## src/khs_pkg.sv

```systemverilog
// ----------------------------------------------------------------------------
// khs_pkg
// Types, constants and the CRC16 byte step shared by the key hash slot block.
// ----------------------------------------------------------------------------
`default_nettype none

package khs_pkg;

  localparam int          SLOT_W      = 14;
  localparam int          CRC_W       = 16;
  localparam logic [15:0] CRC_POLY    = 16'h1021;
  localparam logic [7:0]  OPEN_BRACE  = 8'h7B;
  localparam logic [7:0]  CLOSE_BRACE = 8'h7D;

  // Where the hash tag search stands within the current key
  typedef enum logic [1:0] {
    PH_NONE,
    PH_INSIDE,
    PH_CLOSED
  } tag_phase_t;

  // One classified key beat, as queued between front and back
  typedef struct packed {
    logic [7:0] key_byte;
    logic       last_byte;
    logic       no_byte;
    logic       is_open;
    logic       is_close;
  } khs_item_t;

  // Queue status seen by the front and the back
  typedef struct packed {
    logic full;
    logic empty;
  } khs_q_stat_t;

  // CRC16-XMODEM over one byte, MSB first
  function automatic logic [15:0] crc16_step(input logic [15:0] crc, input logic [7:0] b);
    logic [15:0] c;
    c = crc ^ {b, 8'h00};
    for (int i = 0; i < 8; i++) begin
      c = c[15] ? ({c[14:0], 1'b0} ^ CRC_POLY) : {c[14:0], 1'b0};
    end
    return c;
  endfunction

endpackage

`default_nettype wire

```

## src/khs_if.sv

```systemverilog
// ----------------------------------------------------------------------------
// khs_if
// Valid/ready channels: key beats in, hash slot results out.
// ----------------------------------------------------------------------------
`default_nettype none

interface khs_key_if;
  logic       valid;
  logic       ready;
  logic [7:0] key_byte;
  logic       last_byte;
  logic       no_byte;

  modport source (output valid, output key_byte, output last_byte, output no_byte,
                  input ready);
  modport sink   (input valid, input key_byte, input last_byte, input no_byte,
                  output ready);
endinterface

interface khs_slot_if;
  logic        valid;
  logic        ready;
  logic [13:0] slot;
  logic        tag_used;

  modport source (output valid, output slot, output tag_used, input ready);
  modport sink   (input valid, input slot, input tag_used, output ready);
endinterface

`default_nettype wire

```

## src/khs_front.sv

```systemverilog
// ----------------------------------------------------------------------------
// khs_front
// Accepts key beats and tags brace bytes before they enter the queue.
// ----------------------------------------------------------------------------
`default_nettype none

module khs_front
  import khs_pkg::*;
(
  khs_key_if.sink     keys,
  input  khs_q_stat_t q_stat,
  output logic        push,
  output khs_item_t   item
);

  // Take a beat whenever the queue has room
  assign keys.ready = !q_stat.full;
  assign push       = keys.valid && !q_stat.full;

  // Classify the byte; a byte-less beat never counts as a brace
  always_comb begin
    item.key_byte  = keys.key_byte;
    item.last_byte = keys.last_byte;
    item.no_byte   = keys.no_byte;
    item.is_open   = !keys.no_byte && (keys.key_byte == OPEN_BRACE);
    item.is_close  = !keys.no_byte && (keys.key_byte == CLOSE_BRACE);
  end

endmodule

`default_nettype wire

```

## src/khs_fifo.sv

```systemverilog
// ----------------------------------------------------------------------------
// khs_fifo
// Short queue of classified beats between the front and the back.
// ----------------------------------------------------------------------------
`default_nettype none

module khs_fifo
  import khs_pkg::*;
#(
  parameter int DEPTH = 2
) (
  input  logic        clk,
  input  logic        rst,
  input  logic        push,
  input  khs_item_t   wr_item,
  input  logic        pop,
  output khs_item_t   rd_item,
  output khs_q_stat_t stat
);

  localparam int IDX_W = (DEPTH > 1) ? $clog2(DEPTH) : 1;
  localparam int CNT_W = $clog2(DEPTH + 1);

  khs_item_t        entries [DEPTH];
  logic [IDX_W-1:0] wr_ptr;
  logic [IDX_W-1:0] rd_ptr;
  logic [CNT_W-1:0] count;

  // Pointers and fill count
  always_ff @(posedge clk) begin
    if (rst) begin
      wr_ptr <= '0;
      rd_ptr <= '0;
      count  <= '0;
    end else begin
      if (push) begin
        wr_ptr <= (wr_ptr == IDX_W'(DEPTH - 1)) ? '0 : wr_ptr + 1'b1;
      end
      if (pop) begin
        rd_ptr <= (rd_ptr == IDX_W'(DEPTH - 1)) ? '0 : rd_ptr + 1'b1;
      end
      if (push && !pop) begin
        count <= count + 1'b1;
      end else if (pop && !push) begin
        count <= count - 1'b1;
      end
    end
  end

  // Storage, payload only
  always_ff @(posedge clk) begin
    if (push) begin
      entries[wr_ptr] <= wr_item;
    end
  end

  assign rd_item    = entries[rd_ptr];
  assign stat.full  = (count == CNT_W'(DEPTH));
  assign stat.empty = (count == '0);

  a_no_overfill: assert property (@(posedge clk) disable iff (rst)
    count <= CNT_W'(DEPTH))
    else $error("queue count above depth");

  a_no_push_full: assert property (@(posedge clk) disable iff (rst)
    stat.full |-> !push)
    else $error("push into full queue");

  a_no_pop_empty: assert property (@(posedge clk) disable iff (rst)
    stat.empty |-> !pop)
    else $error("pop from empty queue");

endmodule

`default_nettype wire

```

## src/khs_back.sv

```systemverilog
// ----------------------------------------------------------------------------
// khs_back
// Runs the whole-key and tag CRCs and registers one slot result per key.
// ----------------------------------------------------------------------------
`default_nettype none

module khs_back
  import khs_pkg::*;
(
  input  logic        clk,
  input  logic        rst,
  input  khs_item_t   item,
  input  khs_q_stat_t q_stat,
  output logic        pop,
  khs_slot_if.source  slots
);

  logic [CRC_W-1:0]  whole_crc, whole_crc_next;
  logic [CRC_W-1:0]  tag_crc, tag_crc_next;
  tag_phase_t        phase, phase_next;
  logic              tag_nonempty, tag_nonempty_next;
  logic              res_valid;
  logic [SLOT_W-1:0] res_slot;
  logic              res_tag_used;
  logic [CRC_W-1:0]  upd_whole, upd_tag;
  tag_phase_t        upd_phase;
  logic              upd_nonempty;
  logic              used;

  // Next beat goes when the result register is free or being drained
  assign pop = !q_stat.empty && (!res_valid || slots.ready);

  // CRC and tag tracking for the head beat
  always_comb begin
    upd_whole    = whole_crc;
    upd_tag      = tag_crc;
    upd_phase    = phase;
    upd_nonempty = tag_nonempty;
    if (!item.no_byte) begin
      upd_whole = crc16_step(whole_crc, item.key_byte);
      case (phase)
        PH_NONE: begin
          if (item.is_open) begin
            upd_phase = PH_INSIDE;
          end
        end
        PH_INSIDE: begin
          if (item.is_close) begin
            upd_phase = PH_CLOSED;
          end else begin
            upd_tag      = crc16_step(tag_crc, item.key_byte);
            upd_nonempty = 1'b1;
          end
        end
        default: begin
        end
      endcase
    end
    used = (upd_phase == PH_CLOSED) && upd_nonempty;

    whole_crc_next    = whole_crc;
    tag_crc_next      = tag_crc;
    phase_next        = phase;
    tag_nonempty_next = tag_nonempty;
    if (pop) begin
      if (item.last_byte) begin
        whole_crc_next    = '0;
        tag_crc_next      = '0;
        phase_next        = PH_NONE;
        tag_nonempty_next = 1'b0;
      end else begin
        whole_crc_next    = upd_whole;
        tag_crc_next      = upd_tag;
        phase_next        = upd_phase;
        tag_nonempty_next = upd_nonempty;
      end
    end
  end

  // Key state
  always_ff @(posedge clk) begin
    if (rst) begin
      whole_crc    <= '0;
      tag_crc      <= '0;
      phase        <= PH_NONE;
      tag_nonempty <= 1'b0;
    end else begin
      whole_crc    <= whole_crc_next;
      tag_crc      <= tag_crc_next;
      phase        <= phase_next;
      tag_nonempty <= tag_nonempty_next;
    end
  end

  // Result register
  always_ff @(posedge clk) begin
    if (rst) begin
      res_valid <= 1'b0;
    end else if (pop && item.last_byte) begin
      res_valid <= 1'b1;
    end else if (slots.ready) begin
      res_valid <= 1'b0;
    end
  end

  always_ff @(posedge clk) begin
    if (pop && item.last_byte) begin
      res_slot     <= used ? upd_tag[SLOT_W-1:0] : upd_whole[SLOT_W-1:0];
      res_tag_used <= used;
    end
  end

  assign slots.valid    = res_valid;
  assign slots.slot     = res_slot;
  assign slots.tag_used = res_tag_used;

  a_clear_after_key: assert property (@(posedge clk) disable iff (rst)
    pop && item.last_byte |=> whole_crc == '0 && phase == PH_NONE && !tag_nonempty)
    else $error("key state not cleared after last beat");

  a_tag_idle_clean: assert property (@(posedge clk) disable iff (rst)
    phase == PH_NONE |-> tag_crc == '0 && !tag_nonempty)
    else $error("tag state set before opening brace");

  a_no_overwrite: assert property (@(posedge clk) disable iff (rst)
    res_valid && !slots.ready |-> !pop)
    else $error("result overwritten while stalled");

endmodule

`default_nettype wire

```

## src/key_hash_slot_with_tag_top.sv

```systemverilog
// ----------------------------------------------------------------------------
// key_hash_slot_with_tag_top
// Key hash slot: CRC16-XMODEM of the key, or of its braced tag, to 14 bits.
// ----------------------------------------------------------------------------
//  channel | dir | payload                              | beat
//  keys    | in  | key_byte[7:0], last_byte, no_byte    | one key byte
//  slots   | out | slot[13:0], tag_used                 | one result per key
//
//  One beat per cycle while no result stalls the back; the CRC byte step in the back stage sets it.
//  A result is registered in the back when its last beat is popped from the queue.
//  rst (synchronous) empties the queue, clears the key state and the result.
//  A stalled result holds the back; FIFO_DEPTH queued beats keep keys moving.
// ----------------------------------------------------------------------------
`default_nettype none

module key_hash_slot_with_tag_top
  import khs_pkg::*;
#(
  parameter int FIFO_DEPTH = 2
) (
  input  logic       clk,
  input  logic       rst,
  khs_key_if.sink    keys,
  khs_slot_if.source slots
);

  khs_item_t   in_item;
  khs_item_t   head_item;
  khs_q_stat_t q_stat;
  logic        push;
  logic        pop;

  khs_front u_front (
    .keys   (keys),
    .q_stat (q_stat),
    .push   (push),
    .item   (in_item)
  );

  khs_fifo #(
    .DEPTH (FIFO_DEPTH)
  ) u_fifo (
    .clk     (clk),
    .rst     (rst),
    .push    (push),
    .wr_item (in_item),
    .pop     (pop),
    .rd_item (head_item),
    .stat    (q_stat)
  );

  khs_back u_back (
    .clk    (clk),
    .rst    (rst),
    .item   (head_item),
    .q_stat (q_stat),
    .pop    (pop),
    .slots  (slots)
  );

endmodule

`default_nettype wire
```

## src/flat_wrapper.sv

```systemverilog
// flat-port wrapper written by rule: the top's interface ports become plain ports
module key_hash_slot_with_tag_top_flat import khs_pkg::*;
#(
  parameter int FIFO_DEPTH = 2
)
  (clk, rst, keys_valid, keys_key_byte, keys_last_byte, keys_no_byte, keys_ready, slots_valid, slots_slot, slots_tag_used, slots_ready);
  khs_key_if keys_i ();
  khs_slot_if slots_i ();
  input  logic clk;
  input  logic rst;
  input wire logic [$bits(keys_i.valid)-1:0] keys_valid;
  input wire logic [$bits(keys_i.key_byte)-1:0] keys_key_byte;
  input wire logic [$bits(keys_i.last_byte)-1:0] keys_last_byte;
  input wire logic [$bits(keys_i.no_byte)-1:0] keys_no_byte;
  output wire logic [$bits(keys_i.ready)-1:0] keys_ready;
  output wire logic [$bits(slots_i.valid)-1:0] slots_valid;
  output wire logic [$bits(slots_i.slot)-1:0] slots_slot;
  output wire logic [$bits(slots_i.tag_used)-1:0] slots_tag_used;
  input wire logic [$bits(slots_i.ready)-1:0] slots_ready;
  assign keys_i.valid = keys_valid;
  assign keys_i.key_byte = keys_key_byte;
  assign keys_i.last_byte = keys_last_byte;
  assign keys_i.no_byte = keys_no_byte;
  assign keys_ready = keys_i.ready;
  assign slots_valid = slots_i.valid;
  assign slots_slot = slots_i.slot;
  assign slots_tag_used = slots_i.tag_used;
  assign slots_i.ready = slots_ready;
  key_hash_slot_with_tag_top #(.FIFO_DEPTH(FIFO_DEPTH)) u_core (.clk(clk), .rst(rst), .keys(keys_i), .slots(slots_i));
endmodule
```

## config.mk

```make
export PLATFORM = sky130hd
export DESIGN_NAME = key_hash_slot_with_tag_top_flat
export DESIGN_NICKNAME = d
export VERILOG_FILES = /design/src/khs_pkg.sv /design/src/khs_if.sv /design/src/khs_front.sv /design/src/khs_fifo.sv /design/src/khs_back.sv /design/src/key_hash_slot_with_tag_top.sv /design/src/flat_wrapper.sv
export SDC_FILE = /design/constraint.sdc
export NUM_CORES = 1
export LEC_CHECK = 0
export ABC_CLOCK_PERIOD_IN_PS = 2670
export BUFFER_PORTS_ARGS = -buffer_cell sky130_fd_sc_hd__buf_2
export CORE_MARGIN = 1
export CORE_UTILIZATION = 48
export CTS_BUF_LIST = sky130_fd_sc_hd__clkbuf_4
export CTS_CLUSTER_SIZE = 8
export DETAILED_ROUTE_END_ITERATION = 10
export PLACE_DENSITY = 0.68
export SKIP_CTS_REPAIR_TIMING = 1
export SYNTH_ARGS = -nofsm -noshare
export SYNTH_HDL_FRONTEND = slang
export SYNTH_SLANG_ARGS = --single-unit
```

## constraint.sdc

```tcl
create_clock -name clk -period 2.67 [get_ports clk]
set_input_delay 0.4005 -clock clk [delete_from_list [all_inputs] [get_ports clk]]
set_output_delay 0.4005 -clock clk [all_outputs]
set_load 0.03 [all_outputs]
```

---- After elaboration in Yosys (flattened, before gate mapping) ----
Memories as Yosys holds them, arrays and structs flattened. A register that Yosys moved wholly into a read port is not among the register bits.
Cells that the tools add are included.
storage, ports and cells
  register bits ........................... 55
  latch bits .............................. 0
  memory bits (writable) .................. 24
  ROM bits ................................ 0
  bits of input ports ..................... 14
  output and inout bits ................... 17
  logic and storage cells ................. 106
  memories kept ........................... 1
cells by class
  add/sub/neg operators ................... 4
  $mul .................................... 0
  div/mod/pow operators ................... 0
  $lt $le $gt $ge ......................... 0
  equality and inequality tests ........... 7
  shifts and indexed selects .............. 0
  mux-type cells .......................... 42
  bitwise gates (word level) .............. 18
  reductions and logical operators ........ 22
memories
  name                   depth  bits a word  read ports  clocked after memory_dff  wr ports  RTL line        source
  u_core.u_fifo.entries  2      12           1           1                         1         khs_fifo.sv:24  khs_item_t entries [DEPTH];
operators with widths
  cell                                                                   number
  13-bit two-way mux                                                     16
  16-bit two-way mux                                                     6
  3-bit inverter                                                         16
  16-bit bitwise XOR                                                     2
  8-bit by 7-bit equality test with 1-bit output, second input constant  2
  14-bit two-way mux                                                     1
  1-bit two-way mux                                                      12
  2-bit two-way mux                                                      6
  1-bit logical AND                                                      8
  1-bit logical NOT                                                      6
  2-bit nonzero test                                                     3
  2-bit equality test, second input constant                             2
  2-bit logical NOT                                                      2
  2-bit case mux with 2 select lines                                     1
  4-bit AND reduction                                                    1
  1-bit adder, second input constant                                     2
  2-bit by 1-bit adder with 2-bit output, second input constant          1
  2-bit by 1-bit equality test with 1-bit output, second input constant  1
  2-bit by 1-bit != test with 1-bit output, second input constant        1
  2-bit != test, second input constant                                   1
  2-bit AND reduction                                                    1
  2-bit by 1-bit subtractor with 2-bit output, second input constant     1
  1-bit logical OR                                                       1

---- Longest topological paths before layout ----
Gate-level depths: netlist (run 1).
  depth after elaboration ................. 21
  mapped depth ............................ 8
  gate-level depth less buffers ........... 7

---- Cells and area by module ----
From an unflattened synthesis (run 1), not the netlist that was laid out.
unflattened totals
  cells, all modules ...................... 366
  area total of the unflattened synthesis .. 4242.8 um^2
modules (own cells, without submodules)
  module     instances  cells an instance  area each (um^2)  seq. area each (um^2)
  khs_back   1          290                3026.7            1171.1
  khs_fifo   1          59                 1068.5            820.8
  khs_front  1          17                 147.6             0.0

---- Worst setup path after synthesis (run 1) ----
No wires, ideal clock.
  path type ............................... register to register
  from .................................... register (tool-made name)
  to ...................................... register u_core.u_back.res_slot[4] (netlist: u_core.u_back.slots.slot[4]) (data pin)
  setup time .............................. 0.262 ns
  arrival ................................. 1.668 ns
  required time ........................... 2.408 ns
  setup slack ............................. 0.739 ns
  stages on the path, launching flop included .. 8
  path buffers ............................ 2
  period minus slack after synthesis ...... 1.931 ns
  cell sequence ........................... dfxtp_1 buf_6 mux2_2 nor4b_2 o21ai_2 buf_2 a211oi_1 a21oi_1
RTL lines
  element                 RTL line         source
  end signal: assignment  khs_back.sv:108  res_slot <= used ? upd_tag[SLOT_W-1:0] : upd_whole[SLOT_W-1:0];
  end: declaration        khs_back.sv:23   logic [SLOT_W-1:0] res_slot;

==> results.json, run 1 <==
{
  "power_leakage_nw": 1.56,
  "grt_pass1_vias": 2429,
  "hold_viol": 0,
  "crit_fanout": 14,
  "die_area_um2": 8350,
  "synth-compound-area-share_pct": 9.53,
  "outcome": "complete, no violations",
  "portBuffers": 30,
  "num_io_pins": 31,
  "antenna_cells": 0,
  "dp.cells": 446,
  "synth_xor_xnor_area_share_pct": 15.1,
  "required_ns": 2.84,
  "layout.cells.non_filler": 462,
  "critical_path_buf_inv_count": 2,
  "async_reset_ff_share_pct": 0,
  "path_common_cell": "mux2i_1",
  "rows": 32,
  "syn_inst": 318,
  "synth_cell_types": 49,
  "rsz0062_at_grt": "no",
  "yosys.area_share.simple_pct": 10.4,
  "overflow": 0,
  "clk_path_buf_depth": 2,
  "core_area_um2": 7730,
  "hold_ws_ns": 0.163,
  "seq_area_frac_synth_pct": 52.0,
  "crit_path_end_kind": "flip-flop",
  "synth_edf_count": 39,
  "tns_ns": 0,
  "setup_ws_ns": 0.342,
  "syn-mean-instance-area_um2": 12.1,
  "cts_buffers": 9,
  "vias": 2414,
  "initial_utilization_pct": 49.6,
  "drtPass1Iterations": 4,
  "die_y_um": 91.4,
  "post-route-drc-count": 0,
  "yosys-mux-area-fraction_pct": 10.3,
  "fmax_mhz": 430,
  "path_cells": "buf_4, mux2i_1, nor4b_2, o21ai_2, inv_2, mux2i_1",
  "die_x_um": 91.4,
  "post-place-ws_ns": 0.308,
  "wl_um": 7340,
  "synth_top_family_by_area": "XOR/XNOR gates",
  "fin_nets": 370,
  "crit_arrival_ns": 2.50,
  "grt_usage_pct": 19.3,
  "hp-class": "in2reg",
  "critical-path-top-delay-family": "compound AO/OA/AOI/OAI gates",
  "synth_nets": 333,
  "ff2ff_setup_slack_ns": 0.34,
  "yosys_warnings": 0,
  "clock_latency_ns": 0.42,
  "dpl.hpwl_um": 5440,
  "power-per-cell-area_nw_per_um2": 1110,
  "relSlewSlack_pct": 54.5,
  "path_class": "reg2reg",
  "clock_skew_ns": 0.0156,
  "finalCritPeriodShare_pct": 87.2,
  "numClockSinks": 80,
  "ant_nets": 0,
  "drive_gt1_share_pct": 21.4,
  "drv_cap": 0,
  "grt_pass1_wl_um": 12100,
  "tightest_slew_ns": 0.683,
  "synthAdderAreaFrac_pct": 0.326,
  "drtIter0Drc": 137,
  "syn_area_um2": 3830,
  "cts_tree": "built",
  "via_per_inst": 5.23,
  "period_needed_ns": 2.33,
  "synth-main-ff-cell": "dfxtp_1",
  "vdd_drop_max_mv": 0.504,
  "avgRoutedWirePerCell_um": 15.9,
  "ys_top_cells_by_area": "edfxtp_1, dfxtp_1, mux2i_1",
  "gp_congestion": 0.819,
  "synth.top_cell.area_share_pct": 30.6,
  "synth-seq-cells": 80,
  "cts-root-buf": "clkbuf_4",
  "grt_max_degree": 23,
  "fill_cells": 663,
  "htreeDepth": 3,
  "setup_viol": 0,
  "clk_transition_reported_paths_ns": 0.13,
  "cp_slowest_cell": "o21ai_2",
  "crit_path_max_incr_delay_ns": 0.57,
  "antenna_found_initial": 0,
  "synth_top_area_cell": "edfxtp_1",
  "slew_violations": 0,
  "start_kind": "flip-flop",
  "area_growth_pct": 10.3
}
[cell usage in the layout, fill, tap and decap left out, types with 2 or more instances in the layout]
master,Yosys,routed
edfxtp_1,39,39
and4b_1,2,2
clkbuf_4,0,10
o21ai_0,19,19
a22oi_1,8,8
mux2i_1,30,30
o21ai_2,2,2
a22o_1,4,4
nor2_1,22,22
o21a_1,4,4
nand2_1,25,25
buf_4,1,7
nor2b_1,2,2
o2bb2ai_1,4,4
or2_0,2,2
a41oi_1,2,2
xnor2_2,13,13
or3_1,4,4
buf_2,4,30
inv_1,3,3
dfxtp_1,41,41
and2_1,5,5
mux2i_4,3,3
nand2b_1,3,3
nor3_1,4,4
nor3b_1,2,2
xnor2_1,14,14
xor2_1,22,22
inv_2,2,2
clkinvlp_4,0,3
a21oi_1,9,9
nand4b_1,2,2
[through the flow]
step / util (%) / instance area (µm²) / power, W
2_1_floorplan: - / 3830 / 0.00355
3_3_place_gp: 52.9 / 4090 / 0.00398
3_5_place_dp: 52.9 / 4090 / 0.00402
4_1_cts: 54.7 / 4230 / 0.00471
5_1_grt: 54.7 / 4230 / 0.00496
6_report: 54.7 / 4230 / 0.00467
[registers in the layout, indices dropped and copies added, names as in the netlist, named ones only]
| register | count |
|---|---|
| u_core.u_back.slots.valid | 1 |
| u_core.u_back.phase | 2 |
| u_core.u_back.tag_crc | 16 |
| u_core.u_back.whole_crc | 16 |
| u_core.u_back.tag_nonempty | 1 |
| u_core.u_fifo.entries | 24 |
| u_core.u_back.slots.tag_used | 1 |
| u_core.u_fifo.rd_ptr | 1 |
| u_core.u_fifo.count | 2 |
| u_core.u_back.slots.slot | 14 |
| u_core.u_fifo.wr_ptr | 1 |
[layout make-up]
cell class | count | area (µm²) | area share (%)
Clock inverter | 6 | 61.3 | 1.45
Clock buffer | 10 | 75.1 | 1.78
Inverter | 5 | 18.8 | 0.444
Timing Repair Buffer | 37 | 203 | 4.80
Tap cell | 102 | 128 | 3.02
Multi-Input combinational cell | 222 | 1750 | 41.4
Sequential cell | 80 | 1990 | 47.1
[per-layer routing]
| layer | wire (µm) | share of wire [%] | track usage [%] |
|---|---|---|---|
| met4 | 85 | 1.2 | 5.82 |
| met3 | 248 | 3.4 | 5.36 |
| met1 | 3460 | 47 | 23.9 |
| met5 | 0 | 0 | 0 |
| met2 | 3550 | 48 | 32.8 |
[synth_stat cells (2+ instances only)]
cell       instances
dfxtp_1           41
edfxtp_1          39
mux2i_1           30
nand2_1           25
nor2_1            22
xor2_1            22
o21ai_0           19
xnor2_1           14
xnor2_2           13
a21oi_1            9
a22oi_1            8
and2_1             5
a22o_1             4
buf_2              4
nor3_1             4
o21a_1             4
o2bb2ai_1          4
or3_1              4
clkbuf_1           3
inv_1              3
mux2i_4            3
nand2b_1           3
a41oi_1            2
and4b_1            2
inv_2              2
nand4b_1           2
nor2b_1            2
nor3b_1            2
o21ai_2            2
or2_0              2
[power by group]
| group | leakage, nW | switching, W | total [W] | internal [W] |
|---|---|---|---|---|
| registers | 0.700 | 0.000126 | 0.00174 | 0.00161 |
| logic | 0.790 | 0.00135 | 0.00224 | 0.000893 |
| clock network | 0.0661 | 0.000402 | 0.000692 | 0.000291 |
| total | 1.56 | 0.00188 | 0.00467 | 0.00280 |
[path summary, 6_finish.rpt]
check / startpoint / end / cells after the start
max: flip-flop / u_core.u_back.slots.slot[1]$_DFFE_PP_ / 6
min: keys_no_byte / u_core.u_fifo.entries[1][2]$_DFFE_PP_ / 1
max reg2reg: flip-flop / u_core.u_back.slots.slot[1]$_DFFE_PP_ / 6
min reg2reg: u_core.u_back.whole_crc[7]$_SDFFE_PP0P_ / u_core.u_back.whole_crc[7]$_SDFFE_PP0P_ / 2
[kinds of logic after synthesis]
group,Yosys count
AOI/OAI and AO/OA,56
adders and majority gates,1
DFF,80
xor gates and xnor gates,51
buffers and inverters,16
and+or+nand+nor,79
muxes,35
Power figures use the tool's default switching activity.
==> inputs of run 2 (changes only) <==
--- a/config.mk
+++ b/config.mk
@@ -16,4 +16,5 @@
 export SKIP_CTS_REPAIR_TIMING = 1
 export SYNTH_ARGS = -nofsm -noshare
 export SYNTH_HDL_FRONTEND = slang
+export SYNTH_HIERARCHICAL = 1
 export SYNTH_SLANG_ARGS = --single-unit
==> run 2 against run 1 <==
  * Clock power up 15%
  * Sequential share of layout area down 4.5 points
  * Cell count up 9.7%
  * Via count up 17%
  * Largest cell class is now multi-input combinational cells
  * Routed wire length up 21%
  * Design area up 11%
  * Worst hold slack better by 0.0071 ns
  * Power up 9.2%
  * Combinational power up 15%
  * Clock-buffer cell count unchanged
  * Largest power group unchanged
==> results.json, run 2 <==
{
  "die_area_um2": 9220,
  "top_register": "u_core/u_fifo/entries",
  "p_clk_share_pct": 15.6,
  "rows": 33,
  "setup_ws_ns": 0.316,
  "outcome": "complete, no violations",
  "crit_fanout": 8,
  "drv_cap": 0,
  "ys_top_cells_by_area": "edfxtp_1, dfxtp_1, xnor3_1",
  "synth_most_common_cell": "nor2_1",
  "mostFrequentLayoutCell": "nor2_1",
  "synth-seq-cells": 80,
  "die_x_um": 96.0,
  "ant_nets": 0,
  "antenna_found_initial": 0,
  "required_ns": 2.85,
  "clk_path_buf_depth": 2,
  "cts-root-buf": "clkbuf_4",
  "gp_congestion": 0.851,
  "synth_top_area_cell": "edfxtp_1",
  "syn-mean-instance-area_um2": 11.6,
  "synth.top_cell.area_share_pct": 27.6,
  "vdd_drop_max_mv": 0.503,
  "relSlewSlack_pct": 45.8,
  "finalCritPeriodShare_pct": 88.2,
  "initial_utilization_pct": 50.6,
  "drtPass1Iterations": 4,
  "layout.cells.non_filler": 507,
  "synth-main-ff-cell": "dfxtp_1",
  "syn_area_um2": 4240,
  "tns_ns": 0,
  "period_needed_ns": 2.35,
  "clock_latency_ns": 0.42,
  "dp.cells": 491,
  "vias": 2820,
  "clk_transition_reported_paths_ns": 0.13,
  "rsz0062_at_grt": "no",
  "syn_inst": 366,
  "synth_cell_types": 51,
  "synth_edf_count": 39,
  "seq_area_frac_synth_pct": 46.9,
  "path_class": "reg2reg",
  "async_reset_ff_share_pct": 0,
  "final_cell_mix": "nor2_1, dfxtp_1, edfxtp_1",
  "post-route-drc-count": 0,
  "cts_tree": "built",
  "avgRoutedWirePerCell_um": 17.5,
  "post-place-ws_ns": 0.296,
  "seqCellArea_um2": 1990,
  "portBuffers": 30,
  "hp-class": "in2reg",
  "yosys_warnings": 6,
  "setup_viol": 0,
  "synth_common_cells": "nor2_1, dfxtp_1, edfxtp_1, a22oi_1",
  "crit_arrival_ns": 2.53,
  "tightest_slew_ns": 0.812,
  "wl_um": 8860,
  "grt_pass1_wl_um": 14000,
  "dpl.hpwl_um": 6450,
  "overflow": 0,
  "cts_buffers": 9,
  "fmax_mhz": 425,
  "hold_viol": 0,
  "grt_usage_pct": 21.1,
  "slew_violations": 0,
  "swShare_pct": 37.2,
  "start_kind": "flip-flop",
  "numClockSinks": 80,
  "power-per-cell-area_nw_per_um2": 1090,
  "drive_gt1_share_pct": 21.9,
  "fill_cells": 754,
  "htreeDepth": 3,
  "p_switching_w": 0.00190,
  "multiInputGateArea_um2": 2040,
  "via_per_inst": 5.56,
  "finalPower_w": 0.00510,
  "largest_reg_flops": 24,
  "area_growth_pct": 10.1,
  "core_area_um2": 8380,
  "synth_nets": 381,
  "grt_max_degree": 43,
  "top_regs": "u_core/u_fifo/entries x24, u_core/u_back/tag_crc x16, u_core/u_back/whole_crc x16",
  "crit_path_end_kind": "flip-flop",
  "clock_skew_ns": 0.0123,
  "internal_power_w": 0.00320,
  "die_y_um": 96.0,
  "hold_ws_ns": 0.170,
  "num_io_pins": 31,
  "grt_pass1_vias": 2681,
  "antenna_cells": 0,
  "fin_nets": 412,
  "combinationalPowerShare_pct": 50.5,
  "drtIter0Drc": 177,
  "seqPwrFrac_pct": 34.0,
  "power_leakage_nw": 1.85
}
## run 2: cell types whose count changed in the layout (fill, tap and decap cells not counted), sizes merged, moves of 12 or more
| cell | delta |
|---|---|
| a22oi | +17 |
| buf | +12 |
| mux2i | -28 |
| nor2 | +23 |
| xnor3 | +17 |
| xor2 | -12 |
## run 2: metal layers
layer | track usage, % | vias to the layer above | part of all wire (%)
li1 | - | 1368 | -
met1 | 26.3 | 1347 | 42
met2 | 35.6 | 85 | 50
met3 | 3.87 | 20 | 4.8
met4 | 9.70 | 0 | 2.9
met5 | 0 | - | 0
## run 2: worst max-delay path, cell delays in order, from the launching register on
cell     delay, ns
dfxtp_1       0.43
buf_4         0.20
mux2_2        0.43
xnor2_2       0.35
xnor3_1       0.37
nor2_1        0.20
o31ai_1       0.14
## run 2: per-stage QoR
step | instance area, µm² | utilization (%)
final | 4670 | 55.7
after global routing | 4670 | 55.7
after global placement | 4510 | 53.8
after floorplan | 4240 | -
after CTS | 4670 | 55.7
after detailed placement | 4510 | 53.8
## run 2: area by class of cell
type	count	share of cell area [%]
clock buffers	10	1.61
clock inverters	6	1.82
inverters	11	0.884
multi-input cells	246	43.7
flip-flops and latches	80	42.6
well taps	105	2.81
repair buffers	49	6.53
## run 2: kinds of logic (layout without fill, tap and decap cells)
| group | after synthesis | after routing | share of synthesized area, % |
|---|---|---|---|
| adders and majority gates | 1 | 1 | 0.295 |
| muxes | 17 | 17 | 4.36 |
| buffers and inverters | 40 | 76 | 4.93 |
| AOI/OAI and AO/OA | 71 | 71 | 11.4 |
| and+or+nand+nor | 100 | 100 | 12.6 |
| DFF | 80 | 80 | 46.9 |
| xor gates and xnor gates | 57 | 57 | 19.5 |
## run 2: final timing paths
kind	start	depth (start not counted)	end	slack, ns
setup / recovery	flip-flop	6	u_core/u_back/slots.slot[7]$_DFFE_PP_	0.32
setup reg to reg	flip-flop	6	u_core/u_back/slots.slot[7]$_DFFE_PP_	0.32
hold / removal	keys_key_byte[7]	1	u_core/u_fifo/entries[1][11]$_DFFE_PP_	0.17
hold reg to reg	u_core/u_back/tag_crc[7]$_SDFFE_PP0P_	2	u_core/u_back/tag_crc[7]$_SDFFE_PP0P_	0.46
## run 2: power by group through the flow
stage	clock network, W	registers (W)	logic (W)
2_1_floorplan	0	0.00193	0.00176
3_3_place_gp	0	0.00175	0.00254
3_5_place_dp	0	0.00176	0.00257
4_1_cts	0.000815	0.00174	0.00258
5_1_grt	0.000866	0.00176	0.00278
6_report	0.000795	0.00173	0.00257
